### src/rtl/hsl_pkg.sv
// hsl_pkg: shared types and constants of the HSL pixel adjuster.
// No dependencies; used by every module in rtl/.
`default_nettype none

package hsl_pkg;

	localparam int HueW  = 11;
	localparam int GainW = 12;
	localparam int OffW  = 9;
	localparam int CfgW  = 12;
	localparam int CfgIdxW = 2;

	localparam logic [HueW-1:0] HueFull = 11'h600;

	typedef enum logic [CfgIdxW-1:0] {
		CFG_HUE_SHIFT  = 2'd0,
		CFG_SAT_GAIN   = 2'd1,
		CFG_LUM_GAIN   = 2'd2,
		CFG_LUM_OFFSET = 2'd3
	} cfg_idx_t;

	typedef struct packed {
		logic [7:0] red_in;
		logic [7:0] green_in;
		logic [7:0] blue_in;
		logic [7:0] alpha_in;
		logic       last_in;
	} pix_in_t;

	typedef struct packed {
		logic [7:0] red_out;
		logic [7:0] green_out;
		logic [7:0] blue_out;
		logic [7:0] alpha_out;
		logic       write_pixel;
		logic       last_out;
	} pix_out_t;

endpackage

`default_nettype wire

### src/rtl/hsl_adjust_pixel.sv
// hsl_adjust_pixel: top level of the HSL pixel adjuster.
// Uses hsl_pkg, hsl_div (two instances) and hsl_back.
//
// Usage:
//   in_valid/in_ready/in_data carry one RGBA pixel item; out_valid/out_ready/
//   out_data carry the adjusted pixel. An item moves on a clock edge with
//   valid and ready both high. Alpha zero gives write_pixel 0 and zero color.
//   cfg_we/cfg_idx/cfg_data write hue_shift, sat_gain, lum_gain, lum_offset;
//   write only while no item is in flight.
// Pipeline: nine stages (prep, three divider stages, gain multiply, clamp and
//   hue wrap, chroma multiply, ramp multiply, channel sum).
// Throughput: one item per cycle while the output is not stalled. All stages
//   share one enable that is high when the output register is empty or being
//   taken. While the receiver stalls a full output, the whole pipe holds and
//   in_ready is low, so no item is lost or repeated.
// Reset: arst_n clears all valid bits and loads the registers with hue shift
//   0, gains 256 (unity) and lightness offset 0.
`default_nettype none

module hsl_adjust_pixel
	import hsl_pkg::*;
(
	input  wire logic               clk,
	input  wire logic               arst_n,
	input  wire logic               in_valid,
	output logic                    in_ready,
	input  wire pix_in_t            in_data,
	output logic                    out_valid,
	input  wire logic               out_ready,
	output pix_out_t                out_data,
	input  wire logic               cfg_we,
	input  wire logic [CfgIdxW-1:0] cfg_idx,
	input  wire logic [CfgW-1:0]    cfg_data
);

	typedef struct packed {
		logic            neg;
		logic [HueW-1:0] base;
		logic            czero;
		logic [7:0]      lum;
		logic [7:0]      alpha;
		logic            last;
		logic            wr;
	} mid_t;

	typedef struct packed {
		logic [7:0] alpha;
		logic       last;
		logic       wr;
	} side_t;

	logic [HueW-1:0]  hue_shift_q;
	logic [GainW-1:0] sat_gain_q, lum_gain_q;
	logic [OffW-1:0]  lum_offset_q;

	logic [8:0] vld_q;
	logic       en;

	// stage enable: advance unless the output holds an untaken item
	assign en = !vld_q[8] || out_ready;
	assign in_ready = en;
	assign out_valid = vld_q[8];

	// configuration registers
	always_ff @(posedge clk or negedge arst_n) begin
		if (!arst_n) begin
			hue_shift_q <= '0;
			sat_gain_q <= 12'd256;
			lum_gain_q <= 12'd256;
			lum_offset_q <= '0;
		end else if (cfg_we) begin
			unique case (cfg_idx_t'(cfg_idx))
				CFG_HUE_SHIFT:  hue_shift_q <= cfg_data[HueW-1:0];
				CFG_SAT_GAIN:   sat_gain_q <= cfg_data[GainW-1:0];
				CFG_LUM_GAIN:   lum_gain_q <= cfg_data[GainW-1:0];
				CFG_LUM_OFFSET: lum_offset_q <= cfg_data[OffW-1:0];
				default: ;
			endcase
		end
	end

	// valid bits
	always_ff @(posedge clk or negedge arst_n) begin
		if (!arst_n) begin
			vld_q <= '0;
		end else if (en) begin
			vld_q <= {vld_q[7:0], in_valid};
		end
	end

	// stage 1: max/min selection per sextant
	logic [7:0] r, g, b;
	logic [7:0] c_c;
	logic [8:0] l2_c;
	logic signed [8:0] num_c;
	logic [HueW-1:0] base_c;

	always_comb begin
		r = in_data.red_in;
		g = in_data.green_in;
		b = in_data.blue_in;
		if (r > g) begin
			if (r > b) begin
				c_c = (g < b) ? (r - g) : (r - b);
				l2_c = (g < b) ? (9'(r) + 9'(g)) : (9'(r) + 9'(b));
				num_c = $signed(9'(g)) - $signed(9'(b));
				base_c = (g < b) ? 11'h600 : 11'h000;
			end else begin
				c_c = b - g; l2_c = 9'(b) + 9'(g);
				num_c = $signed(9'(r)) - $signed(9'(g)); base_c = 11'h400;
			end
		end else if (r < b) begin
			if (g > b) begin
				c_c = g - r; l2_c = 9'(g) + 9'(r);
				num_c = $signed(9'(b)) - $signed(9'(r)); base_c = 11'h200;
			end else begin
				c_c = b - r; l2_c = 9'(b) + 9'(r);
				num_c = $signed(9'(r)) - $signed(9'(g)); base_c = 11'h400;
			end
		end else begin
			c_c = g - b; l2_c = 9'(g) + 9'(b);
			num_c = $signed(9'(b)) - $signed(9'(r)); base_c = 11'h200;
		end
	end

	logic [7:0] c_s1, fold_s1, numabs_s1;
	mid_t mid_s1, mid_s2, mid_s3, mid_s4;

	always_ff @(posedge clk) begin
		if (en) begin
			c_s1 <= c_c;
			fold_s1 <= (l2_c > 9'hFF) ? 8'(9'h1FF - l2_c) : l2_c[7:0];
			numabs_s1 <= num_c[8] ? 8'(-num_c) : num_c[7:0];
			mid_s1.neg <= num_c[8];
			mid_s1.base <= base_c;
			mid_s1.czero <= (c_c == 8'd0);
			mid_s1.lum <= l2_c[8:1];
			mid_s1.alpha <= in_data.alpha_in;
			mid_s1.last <= in_data.last_in;
			mid_s1.wr <= (in_data.alpha_in != 8'd0);
		end
	end

	// stages 2..4: hue and saturation quotients
	logic [8:0] hq, sq;

	hsl_div u_div_hue (
		.clk      (clk),
		.en       (en),
		.dividend ({numabs_s1, 8'd0}),
		.divisor  (c_s1),
		.quotient (hq)
	);

	hsl_div u_div_sat (
		.clk      (clk),
		.en       (en),
		.dividend ({c_s1, 8'd0}),
		.divisor  (fold_s1),
		.quotient (sq)
	);

	always_ff @(posedge clk) begin
		if (en) begin
			mid_s2 <= mid_s1;
			mid_s3 <= mid_s2;
			mid_s4 <= mid_s3;
		end
	end

	// stage 5: signed hue, shift sum, gain products
	logic [HueW-1:0] hue_c;
	logic [8:0]      sat_c;
	logic [11:0]     hue_sum_s5;
	logic [20:0]     sat_prod_s5;
	logic [19:0]     lum_prod_s5;
	side_t           side_s5, side_s6, side_s7, side_s8, side_s9;

	always_comb begin
		if (mid_s4.czero) begin
			hue_c = '0;
			sat_c = '0;
		end else begin
			hue_c = mid_s4.neg ? (mid_s4.base - 11'(hq)) : (mid_s4.base + 11'(hq));
			sat_c = sq;
		end
	end

	always_ff @(posedge clk) begin
		if (en) begin
			hue_sum_s5 <= 12'(hue_c) + 12'(hue_shift_q);
			sat_prod_s5 <= 21'(sat_c) * 21'(sat_gain_q);
			lum_prod_s5 <= 20'(mid_s4.lum) * 20'(lum_gain_q);
			side_s5 <= '{alpha: mid_s4.alpha, last: mid_s4.last, wr: mid_s4.wr};
		end
	end

	// stage 6: hue wrap, clamps; skipped pixels forced to black
	logic [HueW-1:0]   hue_w;
	logic [7:0]        sat_cl, lum_cl;
	logic signed [13:0] lum_sum;
	logic [HueW-1:0]   hue_s6;
	logic [7:0]        sat_s6, lum_s6;

	always_comb begin
		if (hue_sum_s5 >= 12'hC00) begin
			hue_w = 11'(hue_sum_s5 - 12'hC00);
		end else if (hue_sum_s5 >= 12'(HueFull)) begin
			hue_w = 11'(hue_sum_s5 - 12'(HueFull));
		end else begin
			hue_w = hue_sum_s5[HueW-1:0];
		end
		sat_cl = (sat_prod_s5[20:8] > 13'd255) ? 8'hFF : sat_prod_s5[15:8];
		lum_sum = $signed({2'b00, lum_prod_s5[19:8]}) + 14'(signed'(lum_offset_q));
		if (lum_sum > 14'sd255) begin
			lum_cl = 8'hFF;
		end else if (lum_sum < 14'sd0) begin
			lum_cl = 8'h00;
		end else begin
			lum_cl = lum_sum[7:0];
		end
	end

	always_ff @(posedge clk) begin
		if (en) begin
			hue_s6 <= hue_w;
			sat_s6 <= side_s5.wr ? sat_cl : 8'd0;
			lum_s6 <= side_s5.wr ? lum_cl : 8'd0;
			side_s6 <= side_s5;
		end
	end

	// stages 7..9: back to RGB
	logic [7:0] red_o, green_o, blue_o;

	hsl_back u_back (
		.clk   (clk),
		.en    (en),
		.hue   (hue_s6),
		.sat   (sat_s6),
		.lum   (lum_s6),
		.red   (red_o),
		.green (green_o),
		.blue  (blue_o)
	);

	always_ff @(posedge clk) begin
		if (en) begin
			side_s7 <= side_s6;
			side_s8 <= side_s7;
			side_s9 <= side_s8;
		end
	end

	assign out_data.red_out = red_o;
	assign out_data.green_out = green_o;
	assign out_data.blue_out = blue_o;
	assign out_data.alpha_out = side_s9.alpha;
	assign out_data.write_pixel = side_s9.wr;
	assign out_data.last_out = side_s9.last;

	// skipped pixels come out black
	a_skip_black: assert property (@(posedge clk) disable iff (!arst_n)
		out_valid && !out_data.write_pixel |->
			out_data.red_out == 8'd0 && out_data.green_out == 8'd0 &&
			out_data.blue_out == 8'd0)
		else $error("skipped pixel with nonzero color");

	// write flag follows alpha through the pipe
	a_wr_alpha: assert property (@(posedge clk) disable iff (!arst_n)
		out_valid |-> out_data.write_pixel == (out_data.alpha_out != 8'd0))
		else $error("write_pixel does not match alpha");

	// input side blocked only while a result waits
	a_ready: assert property (@(posedge clk) disable iff (!arst_n)
		!in_ready |-> out_valid && !out_ready)
		else $error("input stalled without output stall");

	// hue shift register takes written value
	a_cfg_hue: assert property (@(posedge clk) disable iff (!arst_n)
		cfg_we && cfg_idx == CFG_HUE_SHIFT |=> hue_shift_q == $past(cfg_data[HueW-1:0]))
		else $error("hue shift write lost");

endmodule

`default_nettype wire

### src/rtl/hsl_div.sv
// hsl_div: three-stage pipelined restoring divider, 16-bit dividend by
// 8-bit divisor, 9-bit quotient (three quotient bits per stage). Uses hsl_pkg.
`default_nettype none

module hsl_div
	import hsl_pkg::*;
(
	input  wire logic        clk,
	input  wire logic        en,
	input  wire logic [15:0] dividend,
	input  wire logic [7:0]  divisor,
	output logic [8:0]       quotient
);

	// three restoring steps starting at quotient bit top
	function automatic logic [24:0] step3(input logic [15:0] rem_i, input logic [8:0] q_i,
			input logic [7:0] d, input logic [3:0] top);
		logic [16:0] shifted;
		logic [16:0] rem;
		logic [8:0]  q;
		logic [3:0]  k;
		rem = {1'b0, rem_i};
		q = q_i;
		for (int i = 0; i < 3; i++) begin
			k = top - 4'(i);
			shifted = 17'(d) << k;
			if (rem >= shifted) begin
				rem = rem - shifted;
				q[k] = 1'b1;
			end
		end
		return {q, rem[15:0]};
	endfunction

	logic [15:0] rem_s1, rem_s2;
	logic [8:0]  q_s1, q_s2, q_s3;
	logic [7:0]  d_s1, d_s2;
	logic [24:0] r1, r2, r3;

	assign r1 = step3(dividend, 9'd0, divisor, 4'd8);
	assign r2 = step3(rem_s1, q_s1, d_s1, 4'd5);
	assign r3 = step3(rem_s2, q_s2, d_s2, 4'd2);

	// quotient bits 8..6, 5..3, 2..0
	always_ff @(posedge clk) begin
		if (en) begin
			{q_s1, rem_s1} <= r1;
			d_s1 <= divisor;
			{q_s2, rem_s2} <= r2;
			d_s2 <= d_s1;
			q_s3 <= r3[24:16];
		end
	end

	assign quotient = q_s3;

endmodule

`default_nettype wire

### src/rtl/hsl_back.sv
// hsl_back: three-stage HSL to RGB conversion (chroma, hue ramp, channel sum).
// Uses hsl_pkg; driven by the stage enable of hsl_adjust_pixel.
`default_nettype none

module hsl_back
	import hsl_pkg::*;
(
	input  wire logic            clk,
	input  wire logic            en,
	input  wire logic [HueW-1:0] hue,
	input  wire logic [7:0]      sat,
	input  wire logic [7:0]      lum,
	output logic [7:0]           red,
	output logic [7:0]           green,
	output logic [7:0]           blue
);

	logic [8:0]  l2;
	logic [7:0]  fold;
	logic [15:0] chroma_prod;

	logic [7:0]  c_s7;
	logic [8:0]  l2_s7;
	logic [HueW-1:0] hue_s7;

	logic [8:0]  m_diff;
	logic [7:0]  ramp;
	logic [15:0] x_prod;

	logic [7:0]  m_s8, c_s8;
	logic [2:0]  sext_s8;
	logic [15:0] x_prod_s8;

	logic [8:0]  rr, gg, bb, x9, c9, m9;
	logic [7:0]  red_s9, green_s9, blue_s9;

	// chroma from saturation and folded lightness
	always_comb begin
		l2 = {lum, 1'b0};
		fold = (l2 > 9'hFF) ? 8'(9'h1FF - l2) : l2[7:0];
		chroma_prod = 16'(sat) * 16'(fold);
	end

	always_ff @(posedge clk) begin
		if (en) begin
			c_s7 <= chroma_prod[15:8];
			l2_s7 <= l2;
			hue_s7 <= hue;
		end
	end

	// rising ramp in even sextants, falling ramp in odd ones
	always_comb begin
		m_diff = l2_s7 - 9'(c_s7);
		ramp = hue_s7[8] ? (8'hFF - hue_s7[7:0]) : hue_s7[7:0];
		x_prod = 16'(ramp) * 16'(c_s7);
	end

	always_ff @(posedge clk) begin
		if (en) begin
			m_s8 <= m_diff[8:1];
			c_s8 <= c_s7;
			sext_s8 <= hue_s7[10:8];
			x_prod_s8 <= x_prod;
		end
	end

	// place chroma and ramp per sextant
	always_comb begin
		m9 = 9'(m_s8);
		c9 = m9 + 9'(c_s8);
		x9 = m9 + 9'(x_prod_s8[15:8]);
		rr = m9;
		gg = m9;
		bb = m9;
		unique case (sext_s8)
			3'd0: begin rr = c9; gg = x9; end
			3'd1: begin rr = x9; gg = c9; end
			3'd2: begin gg = c9; bb = x9; end
			3'd3: begin gg = x9; bb = c9; end
			3'd4: begin rr = x9; bb = c9; end
			default: begin rr = c9; bb = x9; end
		endcase
	end

	always_ff @(posedge clk) begin
		if (en) begin
			red_s9 <= rr[7:0];
			green_s9 <= gg[7:0];
			blue_s9 <= bb[7:0];
		end
	end

	assign red = red_s9;
	assign green = green_s9;
	assign blue = blue_s9;

endmodule

`default_nettype wire

### config.mk
export PLATFORM = sky130hd
export DESIGN_NAME = hsl_adjust_pixel
export DESIGN_NICKNAME = d
export VERILOG_FILES = /design/src/rtl/hsl_pkg.sv /design/src/rtl/hsl_adjust_pixel.sv /design/src/rtl/hsl_div.sv /design/src/rtl/hsl_back.sv
export SDC_FILE = /design/constraint.sdc
export NUM_CORES = 2
export LEC_CHECK = 0
export BUFFER_PORTS_ARGS = -buffer_cell sky130_fd_sc_hd__buf_2
export CORE_ASPECT_RATIO = 0.5
export CORE_MARGIN = 2
export CORE_UTILIZATION = 43
export CTS_BUF_LIST = sky130_fd_sc_hd__clkbuf_16
export CTS_CLUSTER_DIAMETER = 40
export DETAILED_ROUTE_END_ITERATION = 8
export PLACE_DENSITY = 0.69
export SLEW_MARGIN = 40
export SYNTH_ARGS = -nofsm -noshare
export SYNTH_HDL_FRONTEND = slang
export SYNTH_SLANG_ARGS = --single-unit
### constraint.sdc
create_clock -name clk -period 35.3 [get_ports clk]
set_clock_uncertainty 0.1 [all_clocks]
set_input_delay 7.06 -clock clk [delete_from_list [all_inputs] [get_ports clk]]
set_output_delay 7.06 -clock clk [all_outputs]
set_load 0.01 [all_outputs]
==> impl_metrics.py <==
metrics = {
    "logic_synthesis": {
        "dominantRegCellSynth": "edfxtp_1",
        "syn_avg_cell_area_um2": 10.15,
        "yosys-top-cells-count": "edfxtp_1, inv_1, ha_1, nand2_1, nor2_1",
        "ys_seq_area_share_pct": 35.48,
        "yosys.cell_types.count": 85,
        "synthesis.instances": 3854,
        "synth.most_common_cell": "edfxtp_1",
        "syn-num-nets": 4520,
        "ys_ff_latch": 471,
        "ys.warnings.count": 0,
        "synthTopCellsByArea": "edfxtp_1, ha_1, fa_1, inv_1, xnor2_1",
        "netlist.area_leader.share_pct": 32.08,
        "yosys.area.top_type": "edfxtp_1",
        "syn_area_um2": 39130,
        "synth-edff-count": 418,
        "ys_async_sr_fraction_pct": 11.25,
    },
    "global_routing": {
        "antenna_found_initial": 1,
        "grtUsageTotal_pct": 18.15,
        "grt_max_degree": 117,
        "grt_overflow_total": 0,
        "grt_pass1_vias": 28142,
        "grt_pass1_wl_mm": 140.4,
    },
    "finish": {
        "fin_nets": 4574,
        "area_growth_pct": 9.756,
        "drive_gt1_share_pct": 8.588,
    },
    "clocking": {
        "cts.clk_slew.worst_paths_ns": 0.06,
        "htreeDepth": 2,
        "post_cts_resized": 0,
        "cts_tree": "yes",
        "post_cts_buffers": 0,
        "cts_hold_buf": 0,
        "cts_made_buffers": 60,
        "cts_root_buf": "clkbuf_16",
        "clk_latency_ns": 0.64,
        "clockBufferDepth": 3,
        "clkSinkCount": 471,
    },
    "setup_path": {
        "reg2reg_depth": 28,
        "cp_max_fo": 50,
        "worst_setup_path_end_kind": "output port",
        "crit_type": "primary input to output port",
        "critPathLaunchType": "primary input",
        "critical_path_required_ns": 28.14,
        "worstPathArrival_ns": 7.95,
    },
    "floorplan": {
        "row_count": 78,
        "fp.dieArea_um2": 93570,
        "num_io_pins": 88,
        "die_w_um": 430.6,
        "coreArea_um2": 90370,
        "initial_core_util_pct": 43.30,
        "die_h_um": 217.3,
    },
    "routing": {
        "wl_mm": 84.33,
        "firstDrtPassIters": 6,
        "dr_total_vias": 27730,
        "wl_per_cell_um": 16.34,
        "drcViolationCount": 0,
        "postRouteAntennaNets": 0,
        "drt_iter0_drc": 1893,
        "drt-vias-per-instance": 5.373,
    },
    "timing": {
        "setup_tns_ns": 0,
        "finalCritPeriodShare_pct": 42.82,
        "final_max_slew_viol_count": 0,
        "setup_viol": 0,
        "rsz0062_at_grt": "no",
        "worst_slew_pin_slew_ns": 0.8361,
        "post-route-min-period_ns": 15.11,
        "fmax_mhz": 66.16,
        "hold_viol": 0,
        "slew_headroom_pct": 44.15,
    },
    "placed_design": {
        "finalWeightedCongestion": 0.9026,
        "io_buffers": 87,
        "dp_hpwl_mm": 65.61,
    },
    "min_path": {
        "worstHoldPathType": "flip-flop to flip-flop",
        "min_path_cells": 0,
    },
    "run_status": {
        "status": "finished, final reports clean",
    },
    "run": {
        "drv_cap": 0,
    },
}
-- sequential cells by signal, summed over array words and instances, names as in the netlist, 12 cells and up --
register,cells
hue_sum_s5,12
lum_gain_q,12
lum_prod_s5,12
mid_s1,22
mid_s2,22
mid_s3,22
mid_s4,22
sat_gain_q,12
sat_prod_s5,13
u_div_hue.rem_s2,13
u_div_sat.rem_s2,13
-- kinds of logic after synthesis --
| group | share of synthesized area (%) |
|---|---|
| AOI/OAI and AO/OA | 13.01 |
| xor gates and xnor gates | 5.551 |
| adders and majority gates | 23.87 |
| buffers and inverters | 5.097 |
| DFF | 35.48 |
| muxes | 3.751 |
| and+or+nand+nor | 13.24 |
-- final cells by class --
| type | instances | area (um2) |
|---|---|---|
| fillers | 8239 | 47430 |
| multi-input cells | 2857 | 23310 |
| flip-flops and latches | 471 | 13880 |
| inverters | 412 | 1546 |
| clock buffers | 60 | 1501 |
| well taps | 1200 | 1501 |
| repair buffers | 106 | 650.6 |
| clock inverters | 53 | 549.3 |
| diodes | 2 | 5.005 |
-- path summary, 6_finish.rpt --
path                            slack (ns)         startpoint                    to
min in group asynchronous             6.45             arst_n         lum_gain_q[3]
worst min-delay path                  0.32         mid_s3[28]            mid_s4[28]
worst max register to register       27.10  u_div_sat.d_s1[0]  u_div_sat.rem_s2[13]
worst max-delay path                 20.19          out_ready              in_ready
max in group asynchronous            28.14             arst_n              vld_q[3]
worst min register to register        0.32         mid_s3[28]            mid_s4[28]
-- metal layers --
layer | global-route usage (%) | share of wire (%) | vias to the layer above
met5 | 0 | 0 | -
met1 | 23.94 | 45 | 13390
met3 | 2.486 | 4.6 | 156
li1 | - | - | 13551
met2 | 30.98 | 47 | 633
met4 | 5.754 | 2.8 | 0
-- per-stage QoR --
step	area, um2	worst slack, ns	utilization (%)	instances	hold slack [ns]
6_report	42940	20.19	47.52	5161	0.3171
2_1_floorplan	39130	9.371	-	3854	0.3003
5_1_grt	42940	20.11	47.51	5159	0.3140
4_1_cts	42890	20.18	47.46	5157	0.3080
3_3_place_gp	40770	20.21	45.11	5042	0.3007
3_5_place_dp	40840	20.18	45.19	5044	0.3045
-- placed cells by master (no fill, tap or decap), types with 19 or more instances in the layout --
cell type | Yosys | routed
edfxtp_1 | 418 | 418
inv_1 | 408 | 412
ha_1 | 393 | 393
nand2_1 | 343 | 342
nor2_1 | 255 | 255
a21oi_1 | 227 | 226
fa_1 | 221 | 221
o21ai_0 | 165 | 164
xnor2_1 | 158 | 158
and2_1 | 156 | 156
xor2_1 | 90 | 89
a21o_1 | 88 | 88
buf_2 | 7 | 87
mux2_2 | 81 | 81
clkbuf_16 | 0 | 60
nor2b_1 | 66 | 58
nor3_1 | 55 | 55
mux2i_1 | 54 | 54
o21a_1 | 51 | 51
dfrtp_1 | 51 | 51
o21bai_1 | 42 | 42
nand2b_1 | 41 | 40
nand3_1 | 30 | 30
o22ai_1 | 26 | 26
nand4_1 | 24 | 24
o211ai_1 | 21 | 21
o31ai_1 | 19 | 19
-- critical path, stage by stage --
cell and delay [ns]:
buf_2 0.07, nand2b_4 0.53, buf_2 0.25
Power is not shown: default switching activity piles up to over one toggle a cycle in this logic, so the estimate is an artifact.
